==> config.mk <==
export PLATFORM = sky130hd
export DESIGN_NAME = column_melt_wipe_engine_unit
export DESIGN_NICKNAME = d
export VERILOG_FILES = /design/src/rtl/cmwe_pkg.sv /design/src/rtl/column_melt_wipe_engine_unit.sv
export VERILOG_INCLUDE_DIRS = /design/src /design/src/rtl
export SDC_FILE = /design/constraint.sdc
export NUM_CORES = 2
export LEC_CHECK = 0
export BUFFER_PORTS_ARGS = -buffer_cell sky130_fd_sc_hd__buf_2
export CORE_MARGIN = 2
export CORE_UTILIZATION = 35
export DETAILED_ROUTE_END_ITERATION = 7
export PLACE_DENSITY_LB_ADDON = 0.08
export SLEW_MARGIN = 20
export SYNTH_ARGS = -nofsm -noshare
export SYNTH_HDL_FRONTEND = slang
export SYNTH_SLANG_ARGS = --single-unit
export TNS_END_PERCENT = 5
==> constraint.sdc <==
create_clock -name clk -period 13.4 [get_ports clk]
set_clock_uncertainty 0.05 [all_clocks]
set_input_delay 2.68 -clock clk [delete_from_list [all_inputs] [get_ports clk]]
set_output_delay 2.68 -clock clk [all_outputs]
set_load 0.005 [all_outputs]
==> src/rtl/assert_macros.svh <==
// Assertion helpers, clocked on clk; CHECK_RUN is held off during rst, CHECK_ALWAYS is not.
`ifndef ASSERT_MACROS_SVH
`define ASSERT_MACROS_SVH

// Checked only outside reset.
`define CHECK_RUN(label, prop, msg) \
  label: assert property (@(posedge clk) disable iff (rst) (prop)) else $error(msg);

// Checked at every edge, reset included.
`define CHECK_ALWAYS(label, prop, msg) \
  label: assert property (@(posedge clk) (prop)) else $error(msg);

`endif

==> src/rtl/cmwe_pkg.sv <==
`timescale 1ns / 1ps

package cmwe_pkg;

  localparam int COLUMNS = 160;
  localparam int ROWS    = 200;

  localparam int COL_W   = $clog2(COLUMNS);
  localparam int CMP_W   = ((COL_W > 8) ? COL_W : 8) + 1;
  localparam int OFS_W   = 9;
  localparam int PREV_W  = 5;
  localparam int SUM_W   = OFS_W + 1;

  localparam int IN_TDATA_W  = 32;
  localparam int OUT_TDATA_W = 16;

  localparam int MELT_FAST_LIMIT = 16;
  localparam int MELT_STEP       = 8;
  localparam int DELAY_STEP      = 24;
  localparam int OFFSET_MIN      = -15;
  localparam int DRAW_MAX        = 2;

  typedef enum logic [1:0] {
    CMD_LOAD  = 2'd0,
    CMD_TICK  = 2'd1,
    CMD_QUERY = 2'd2
  } command_t;

  typedef enum logic [1:0] {
    MODE_OFF   = 2'd0,
    MODE_MELT  = 2'd1,
    MODE_DELAY = 2'd2
  } wipe_mode_t;

  typedef enum logic {
    REG_WIPE_MODE    = 1'b0,
    REG_CLASSIC_MELT = 1'b1
  } cfg_reg_t;

  typedef enum logic [1:0] {
    ST_IDLE,
    ST_QUERY,
    ST_TICK,
    ST_DRAIN
  } state_t;

  // Random-walk start offset for one loaded column.
  function automatic logic signed [PREV_W-1:0] load_offset(
    input logic                     first_col,
    input logic [3:0]               draw,
    input logic signed [PREV_W-1:0] prev
  );
    logic [1:0]               d;
    logic signed [PREV_W:0]   v;
    logic signed [PREV_W-1:0] res;
    d = (draw > 4'(DRAW_MAX)) ? 2'(DRAW_MAX) : draw[1:0];
    v = (PREV_W+1)'(prev) + $signed({{(PREV_W-2){1'b0}}, d}) - (PREV_W+1)'(1);
    if (first_col) begin
      res = -$signed({1'b0, draw});
    end else if (v > 0) begin
      res = '0;
    end else if (v < (PREV_W+1)'(OFFSET_MIN)) begin
      res = PREV_W'(OFFSET_MIN);
    end else begin
      res = PREV_W'(v);
    end
    return res;
  endfunction

endpackage

==> src/rtl/column_melt_wipe_engine_unit.sv <==
`timescale 1ns / 1ps

// Screen-melt wipe engine: one signed start offset per two-pixel column, kept in a
// single-port-read, single-port-write synchronous RAM of COLUMNS entries. Offsets are
// undefined until loaded; there is no clearing pass after reset. A load item and a
// query for a column out of range are answered from the idle state; an in-range pixel
// query first reads the RAM, then compares and subtracts. A tick item walks the RAM once
// per melt tick, one column per cycle with the write-back overlapped on the next read,
// then drains the last write-back; a tick with the wipe off or zero ticks is answered
// from the idle state with done set. One item is in work at a time. A result waiting on
// m_tready holds off the next item; that item is taken in the cycle the result register empties.
module column_melt_wipe_engine_unit (
  input  logic                                clk,
  input  logic                                rst,
  // tdata: command[1:0], column[9:2], row[17:10], draw[21:18], tick_count[27:22]
  input  logic                                s_tvalid,
  output logic                                s_tready,
  input  logic [cmwe_pkg::IN_TDATA_W-1:0]     s_tdata,
  // tdata: done_res[0], from_end_screen[1], source_row[9:2]
  output logic                                m_tvalid,
  input  logic                                m_tready,
  output logic [cmwe_pkg::OUT_TDATA_W-1:0]    m_tdata,
  input  logic                                cfg_valid,
  output logic                                cfg_ready,
  input  logic                                cfg_index,
  input  logic [1:0]                          cfg_data
);

  `include "assert_macros.svh"

  localparam logic [cmwe_pkg::COL_W-1:0] LAST_COL = cmwe_pkg::COL_W'(cmwe_pkg::COLUMNS - 1);

  // input fields
  logic [1:0] in_cmd;
  logic [7:0] in_col;
  logic [7:0] in_row;
  logic [3:0] in_draw;
  logic [5:0] in_ticks;
  logic       in_range;
  logic       s_fire;

  assign in_cmd   = s_tdata[1:0];
  assign in_col   = s_tdata[9:2];
  assign in_row   = s_tdata[17:10];
  assign in_draw  = s_tdata[21:18];
  assign in_ticks = s_tdata[27:22];
  assign in_range = cmwe_pkg::CMP_W'(in_col) < cmwe_pkg::CMP_W'(cmwe_pkg::COLUMNS);
  assign s_fire   = s_tvalid && s_tready;

  // configuration
  logic [1:0] wipe_mode;
  logic       classic_melt;

  assign cfg_ready = 1'b1;

  always_ff @(posedge clk) begin
    if (rst) begin
      wipe_mode    <= cmwe_pkg::MODE_MELT;
      classic_melt <= 1'b0;
    end else if (cfg_valid && cfg_ready) begin
      case (cmwe_pkg::cfg_reg_t'(cfg_index))
        cmwe_pkg::REG_WIPE_MODE:    wipe_mode    <= cfg_data;
        cmwe_pkg::REG_CLASSIC_MELT: classic_melt <= cfg_data[0];
        default: ;
      endcase
    end
  end

  // offset RAM
  logic signed [cmwe_pkg::OFS_W-1:0] mem [cmwe_pkg::COLUMNS];
  logic signed [cmwe_pkg::OFS_W-1:0] mem_rdata;
  logic signed [cmwe_pkg::OFS_W-1:0] wr_data;
  logic [cmwe_pkg::COL_W-1:0]        rd_addr;
  logic [cmwe_pkg::COL_W-1:0]        wr_addr;
  logic                              mem_we;

  always_ff @(posedge clk) begin
    if (mem_we) begin
      mem[wr_addr] <= wr_data;
    end
    mem_rdata <= mem[rd_addr];
  end

  // control and datapath registers
  cmwe_pkg::state_t                  state, state_next;
  logic signed [cmwe_pkg::PREV_W-1:0] prev_offset;
  logic signed [cmwe_pkg::PREV_W-1:0] load_val;
  logic [cmwe_pkg::COL_W-1:0]        rd_col;
  logic [cmwe_pkg::COL_W-1:0]        stage_col;
  logic                              stage_valid;
  logic [5:0]                        ticks_left;
  logic                              moved;
  logic                              delay_mode;
  logic [7:0]                        q_row;
  logic                              out_done, out_end;
  logic [7:0]                        out_row;
  logic                              out_done_next, out_end_next;
  logic [7:0]                        out_row_next;
  logic                              out_load;
  logic                              prev_we;
  logic                              tick_start;
  logic                              wipe_active;

  assign load_val    = cmwe_pkg::load_offset(in_col == 8'd0, in_draw, prev_offset);
  assign wipe_active = (wipe_mode != cmwe_pkg::MODE_OFF) || classic_melt;

  // one melt tick applied to the offset just read
  logic [cmwe_pkg::SUM_W-1:0]        cur_u, dy, sum;
  logic signed [cmwe_pkg::OFS_W-1:0] tick_val;
  logic                              tick_moved;

  always_comb begin
    cur_u      = cmwe_pkg::SUM_W'(mem_rdata[cmwe_pkg::OFS_W-2:0]);
    dy         = '0;
    sum        = cur_u;
    tick_val   = mem_rdata;
    tick_moved = 1'b0;
    if (mem_rdata < 0) begin
      tick_val   = mem_rdata + cmwe_pkg::OFS_W'(1);
      tick_moved = 1'b1;
    end else if (cur_u < cmwe_pkg::SUM_W'(cmwe_pkg::ROWS)) begin
      if (delay_mode) begin
        dy = cmwe_pkg::SUM_W'(cmwe_pkg::DELAY_STEP);
      end else if (cur_u < cmwe_pkg::SUM_W'(cmwe_pkg::MELT_FAST_LIMIT)) begin
        dy = cur_u + cmwe_pkg::SUM_W'(1);
      end else begin
        dy = cmwe_pkg::SUM_W'(cmwe_pkg::MELT_STEP);
      end
      sum = cur_u + dy;
      if (sum >= cmwe_pkg::SUM_W'(cmwe_pkg::ROWS)) begin
        sum = cmwe_pkg::SUM_W'(cmwe_pkg::ROWS);
      end
      tick_val   = $signed(cmwe_pkg::OFS_W'(sum));
      tick_moved = 1'b1;
    end
  end

  // pixel query on the offset just read
  logic [7:0] q_ofs;
  always_comb begin
    q_ofs = (mem_rdata < 0) ? 8'd0 : mem_rdata[7:0];
  end

  // next state and control
  always_comb begin
    state_next    = state;
    s_tready      = (state == cmwe_pkg::ST_IDLE) && (!m_tvalid || m_tready);
    mem_we        = 1'b0;
    wr_addr       = stage_col;
    wr_data       = tick_val;
    rd_addr       = rd_col;
    out_load      = 1'b0;
    out_done_next = 1'b0;
    out_end_next  = 1'b0;
    out_row_next  = '0;
    prev_we       = 1'b0;
    tick_start    = 1'b0;
    case (state)
      cmwe_pkg::ST_IDLE: begin
        rd_addr = cmwe_pkg::COL_W'(in_col);
        if (s_fire) begin
          case (in_cmd)
            cmwe_pkg::CMD_LOAD: begin
              out_load = 1'b1;
              if (in_range) begin
                mem_we  = 1'b1;
                wr_addr = cmwe_pkg::COL_W'(in_col);
                wr_data = cmwe_pkg::OFS_W'(load_val);
                prev_we = 1'b1;
              end
            end
            cmwe_pkg::CMD_TICK: begin
              if (wipe_active && in_ticks != 6'd0) begin
                tick_start = 1'b1;
                state_next = cmwe_pkg::ST_TICK;
              end else begin
                out_load      = 1'b1;
                out_done_next = 1'b1;
              end
            end
            cmwe_pkg::CMD_QUERY: begin
              if (in_range) begin
                state_next = cmwe_pkg::ST_QUERY;
              end else begin
                out_load     = 1'b1;
                out_row_next = in_row;
              end
            end
            default: out_load = 1'b1;
          endcase
        end
      end
      cmwe_pkg::ST_QUERY: begin
        out_load   = 1'b1;
        state_next = cmwe_pkg::ST_IDLE;
        if (q_row < q_ofs) begin
          out_end_next = 1'b1;
          out_row_next = q_row;
        end else begin
          out_row_next = q_row - q_ofs;
        end
      end
      cmwe_pkg::ST_TICK: begin
        mem_we = stage_valid;
        if (rd_col == LAST_COL && ticks_left == 6'd1) begin
          state_next = cmwe_pkg::ST_DRAIN;
        end
      end
      cmwe_pkg::ST_DRAIN: begin
        mem_we        = stage_valid;
        out_load      = 1'b1;
        out_done_next = !(moved || (stage_valid && tick_moved));
        state_next    = cmwe_pkg::ST_IDLE;
      end
      default: state_next = cmwe_pkg::ST_IDLE;
    endcase
  end

  always_ff @(posedge clk) begin
    if (rst) begin
      state <= cmwe_pkg::ST_IDLE;
    end else begin
      state <= state_next;
    end
  end

  always_ff @(posedge clk) begin
    if (rst) begin
      prev_offset <= '0;
    end else if (prev_we) begin
      prev_offset <= load_val;
    end
  end

  // column walk: read at rd_col, write back in the next cycle at stage_col
  always_ff @(posedge clk) begin
    if (rst) begin
      stage_valid <= 1'b0;
    end else begin
      stage_valid <= (state == cmwe_pkg::ST_TICK);
    end
  end

  always_ff @(posedge clk) begin
    if (tick_start) begin
      rd_col     <= '0;
      ticks_left <= in_ticks;
      moved      <= 1'b0;
      delay_mode <= (wipe_mode == cmwe_pkg::MODE_DELAY) && !classic_melt;
    end else if (state == cmwe_pkg::ST_TICK) begin
      stage_col <= rd_col;
      if (rd_col == LAST_COL) begin
        rd_col     <= '0;
        ticks_left <= ticks_left - 6'd1;
      end else begin
        rd_col <= rd_col + cmwe_pkg::COL_W'(1);
      end
      if (stage_valid && tick_moved) begin
        moved <= 1'b1;
      end
    end
    if (s_fire) begin
      q_row <= in_row;
    end
  end

  // result register
  always_ff @(posedge clk) begin
    if (rst) begin
      m_tvalid <= 1'b0;
    end else if (out_load) begin
      m_tvalid <= 1'b1;
    end else if (m_tready) begin
      m_tvalid <= 1'b0;
    end
  end

  always_ff @(posedge clk) begin
    if (out_load) begin
      out_done <= out_done_next;
      out_end  <= out_end_next;
      out_row  <= out_row_next;
    end
  end

  assign m_tdata = {6'd0, out_row, out_end, out_done};

  `CHECK_RUN(a_stage_in_walk,
    stage_valid |-> (state == cmwe_pkg::ST_TICK || state == cmwe_pkg::ST_DRAIN),
    "write-back stage active outside a tick walk")
  `CHECK_RUN(a_drain_gives_result, (state == cmwe_pkg::ST_DRAIN) |=> m_tvalid,
    "tick walk ended without a result")
  `CHECK_RUN(a_query_reads, (s_fire && in_cmd == cmwe_pkg::CMD_QUERY && in_range)
    |=> (state == cmwe_pkg::ST_QUERY), "in-range query did not wait for its read")
  `CHECK_RUN(a_prev_range,
    prev_offset <= 0 && prev_offset >= cmwe_pkg::PREV_W'(cmwe_pkg::OFFSET_MIN),
    "previous offset out of its walk range")

endmodule

==> results.txt <==
----------------------------------------------------
[Finish]
  Post-Layout Cell Count ... 6093
  Final layout net count ... approximately 3700
  Area occupied by multi-input gates ... roughly 15000 µm²
  Final design instance area without fill ... 68890 µm²
  Area occupied by registers ... about 45000 µm²
  Area Growth Syn to Fin ... 13.60%
  Layout fillers ... 15710
  Ratio of cells with drive above 1 in the final layout ... 0.1460
  Core Util, Final ... 0.4007

[Clock network]
  Cts hold-fix bufs ... 0
  Clock Path Buffers ... 3
  Clock tree root buffer cell ... sky130_fd_sc_hd__clkbuf_16
  TritonCTS buffer count ... about 170
  Source-to-sink clock delay at the later pin of the worst-skew pair ... approximately 0.81 ns
  Clock slew seen by the registers of the worst setup and hold paths ... ~0.060 ns
  Clock sinks ... ~1500
  Deepest level of the CTS H-tree ... 4
  Number of buffers added for setup after CTS ... 0
  TritonCTS clock tree ... done
  Count of cells resized by post-cts repair ... 0

[Pwr]
  Logic gate share of total power ... 0.345
  Clock power share ... 0.262
  Worst voltage drop across the vdd grid ... 0.3521 mV
  Total power per unit cell area ... roughly 250 nW/µm²
  Sequential fraction of design power ... 0.392
  Switching Power ... between 6 and 7 mW
  Internal power component ... approximately 11 mW
  Overall power of the completed layout ... roughly 17 mW
  Switching portion of total power ... 0.3636
  Static leakage power ... between 20 and 25 nW

[Timing]
  Unrepaired setup endpoints after global routing ... no
  Fraction of the cycle the final worst path needs ... 0.5241
  Count of final max-slew check failures ... 0
  Top achievable clock speed ... around 140 MHz
  Worst max-slew margin expressed relative to the limit ... 0.1733
  Setup-failing EPs final ... 0
  Endpoints failing hold ... 0
  Post-route setup TNS ... 0 ns
  Transition time at the pin with the least slew margin ... about 1.2 ns
  Final min period ... around 7 ns

[Detailed routing]
  Number of vias in the routed layout ... approximately 32000
  Number of DRC violations after detailed-routing iteration 0 ... ~3000
  Pre-Repair DR Iteration Count ... 7
  Wire length per cell after detailed routing ... between 20 and 30 µm
  Routed wire length ... roughly 170000 µm
  DRC Markers ... 0
  Vias per Instance ... about 5.3
  Number of routed nets with antenna violations ... 0

[Yosys]
  Count of flip-flops with a built-in enable after synthesis ... between 1000 and 1500
  Mapped Avg Cell Area ... ~17 µm²
  Summed instance area of the synthesized netlist ... between 60000 and 70000 µm²
  Ranking of synthesized cells by area ... sky130_fd_sc_hd__edfxtp_1, sky130_fd_sc_hd__mux4_2, sky130_fd_sc_hd__mux2i_1
  Cell accounting for the most synthesized area ... sky130_fd_sc_hd__edfxtp_1
  Share of synthesized flip-flops with an asynchronous set or reset ... 0
  Most used flip-flop cell after synthesis ... sky130_fd_sc_hd__edfxtp_1
  Number of warnings reported in the yosys synthesis log ... 0
  Area fraction of the dominant cell type after synthesis ... 0.7294
  Library cell with the highest instance count after synthesis ... sky130_fd_sc_hd__edfxtp_1
  Number of storage elements in the synthesis netlist ... ~1500
  Netlist cell types ... 65
  Sequential share of the synthesized area ... 0.7394
  Number of instances in the synthesized netlist ... approximately 3500
  Commonest cells in the synthesized netlist ... sky130_fd_sc_hd__edfxtp_1, sky130_fd_sc_hd__nand2_1, sky130_fd_sc_hd__mux2i_1, sky130_fd_sc_hd__nor2_1, sky130_fd_sc_hd__a21oi_1

[Critical path]
  Crit Path Class ... in2reg
  Data required time at the worst endpoint ... between 10 and 15 ns
  Worst-path maximum fanout ... 89
  Nature of the critical path endpoint ... flop
  Nature of the critical path startpoint ... input port
  Crit path arrival time ... around 7.6 ns

[Die]
  Die Area ... 176600 µm²
  Initial core utilization ... 0.3527
  Die boundary width ... 420.2 µm
  Floorplan die height ... roughly 420 µm
  Area of the placeable core ... approximately 170000 µm²
  I/O pin count ... 59
  Cell row count ... about 150

[Placed design]
  IO buf count ... between 40 and 50
  Final RePlAce weighted congestion ... about 0.79
  Cell area reported after detailed placement ... between 60000 and 70000 µm²
  Post-Place Cells ... about 5800
  Half-perimeter wire length after detailed placement ... 101500 µm

[Min path]
  Worst Hold Class ... reg2reg

[Global routing]
  Gr ovfl total ... 0
  Number of global-route vias before repair ... between 30000 and 40000
  Wire length of the first global-routing pass ... between 200000 and 250000 µm
  Global Route Usage Sum ... 0.1974
  Largest net degree at the start of global routing ... about 160
  Number of antenna violations at the first check in global routing ... 9

[Flow run]
  Max cap viols ... 0

[Outcome]
  Run status ... finished clean

----------------------------------------------------
## layer usage
metal  part of all wire  GRT usage  up-vias  wire length (µm)
li1                   -          -    14340                 -
met1               0.45     0.2806    17060             79330
met4              0.026    0.05844        0              4513
met2               0.47     0.3098      854             81240
met3              0.053    0.03467      226              9304
met5                  0          0        -                 0
## logic make-up after synthesis
kind of cell,after synthesis,share of synthesized area
xor gates and xnor gates,33,0.004766
AOI/OAI and AO/OA,537,0.05656
and+or+nand+nor,717,0.05051
adders and majority gates,39,0.008419
other,2,0.0001238
muxes,475,0.1172
buffers and inverters,236,0.02309
DFF,1503,0.7394
## path summary, 6_finish.rpt
kind,start,end,slack (ns),cells after the start
max,s_tdata[2],mem_rdata[0]$_DFF_P_,6.38,11
max reg2reg,state[0]$_SDFFE_PP0P_,mem_rdata[0]$_DFF_P_,7.19,11
min reg2reg,prev_offset[4]$_SDFFE_PP0P_,prev_offset[4]$_SDFFE_PP0P_,0.40,2
min,prev_offset[4]$_SDFFE_PP0P_,prev_offset[4]$_SDFFE_PP0P_,0.40,2
## power by group through the flow
stage	Combinational [mW]	Clock, mW	Sequential [mW]
finish	5.97	4.53	6.78
global route	6.43	4.81	6.79
CTS	6.10	4.63	6.79
detailed placement	6.08	0	6.88
global placement	6.04	0	6.88
floorplan	3.60	0	7.35
## critical path, cell delays in order
cell                        delay (ns)
sky130_fd_sc_hd__buf_2            0.16
sky130_fd_sc_hd__nand2_4          0.10
sky130_fd_sc_hd__o21a_4           0.41
sky130_fd_sc_hd__buf_12           0.48
sky130_fd_sc_hd__buf_4            0.79
sky130_fd_sc_hd__buf_4            0.56
sky130_fd_sc_hd__mux4_1           0.62
sky130_fd_sc_hd__a2111oi_1        0.87
sky130_fd_sc_hd__nor3_1           0.24
sky130_fd_sc_hd__a211oi_1         0.38
sky130_fd_sc_hd__nor3_1           0.12
## layout make-up
| type | instances | area share |
|---|---|---|
| sequential | 1503 | 0.6508 |
| multi-input combinational | 1811 | 0.2131 |
| clock buffer | 218 | 0.06620 |
| tap | 2310 | 0.04196 |
| timing repair buffer | 128 | 0.01406 |
| clock inverter | 88 | 0.01197 |
| inverter | 34 | 0.001853 |
| antenna | 1 | 0.00003633 |
## metrics by stage
step	hold slack (ns)	setup slack, ns
after detailed placement	0.3978	5.585
after CTS	0.4052	6.451
after floorplan	0.3529	0.8225
after global placement	0.3921	5.582
final	0.4041	6.378
after global routing	0.4285	6.210
## layout by cell type, fill, tap and decap left out, types with 47 or more instances in the layout
cell,instances
sky130_fd_sc_hd__nor3_1,54
sky130_fd_sc_hd__mux4_2,155
sky130_fd_sc_hd__a21oi_1,166
sky130_fd_sc_hd__clkinv_1,47
sky130_fd_sc_hd__nand2_1,312
sky130_fd_sc_hd__clkbuf_16,175
sky130_fd_sc_hd__o22ai_1,111
sky130_fd_sc_hd__mux2i_1,287
sky130_fd_sc_hd__buf_4,71
sky130_fd_sc_hd__edfxtp_1,1473
sky130_fd_sc_hd__o221ai_1,66
sky130_fd_sc_hd__nor2_1,214
sky130_fd_sc_hd__o21ai_0,53
sky130_fd_sc_hd__buf_2,47
## registers in the layout, indices dropped and copies added (netlist names)
name	flops
classic_melt	1
moved	1
rd_col	8
mem	1440
q_row	8
wipe_mode	2
prev_offset	5
delay_mode	1
out_row	8
stage_col	8
m_tvalid	1
state	2
mem_rdata	9
stage_valid	1
out_done	1
ticks_left	6
out_end	1
No activity file was read; power rests on OpenSTA's default activity.
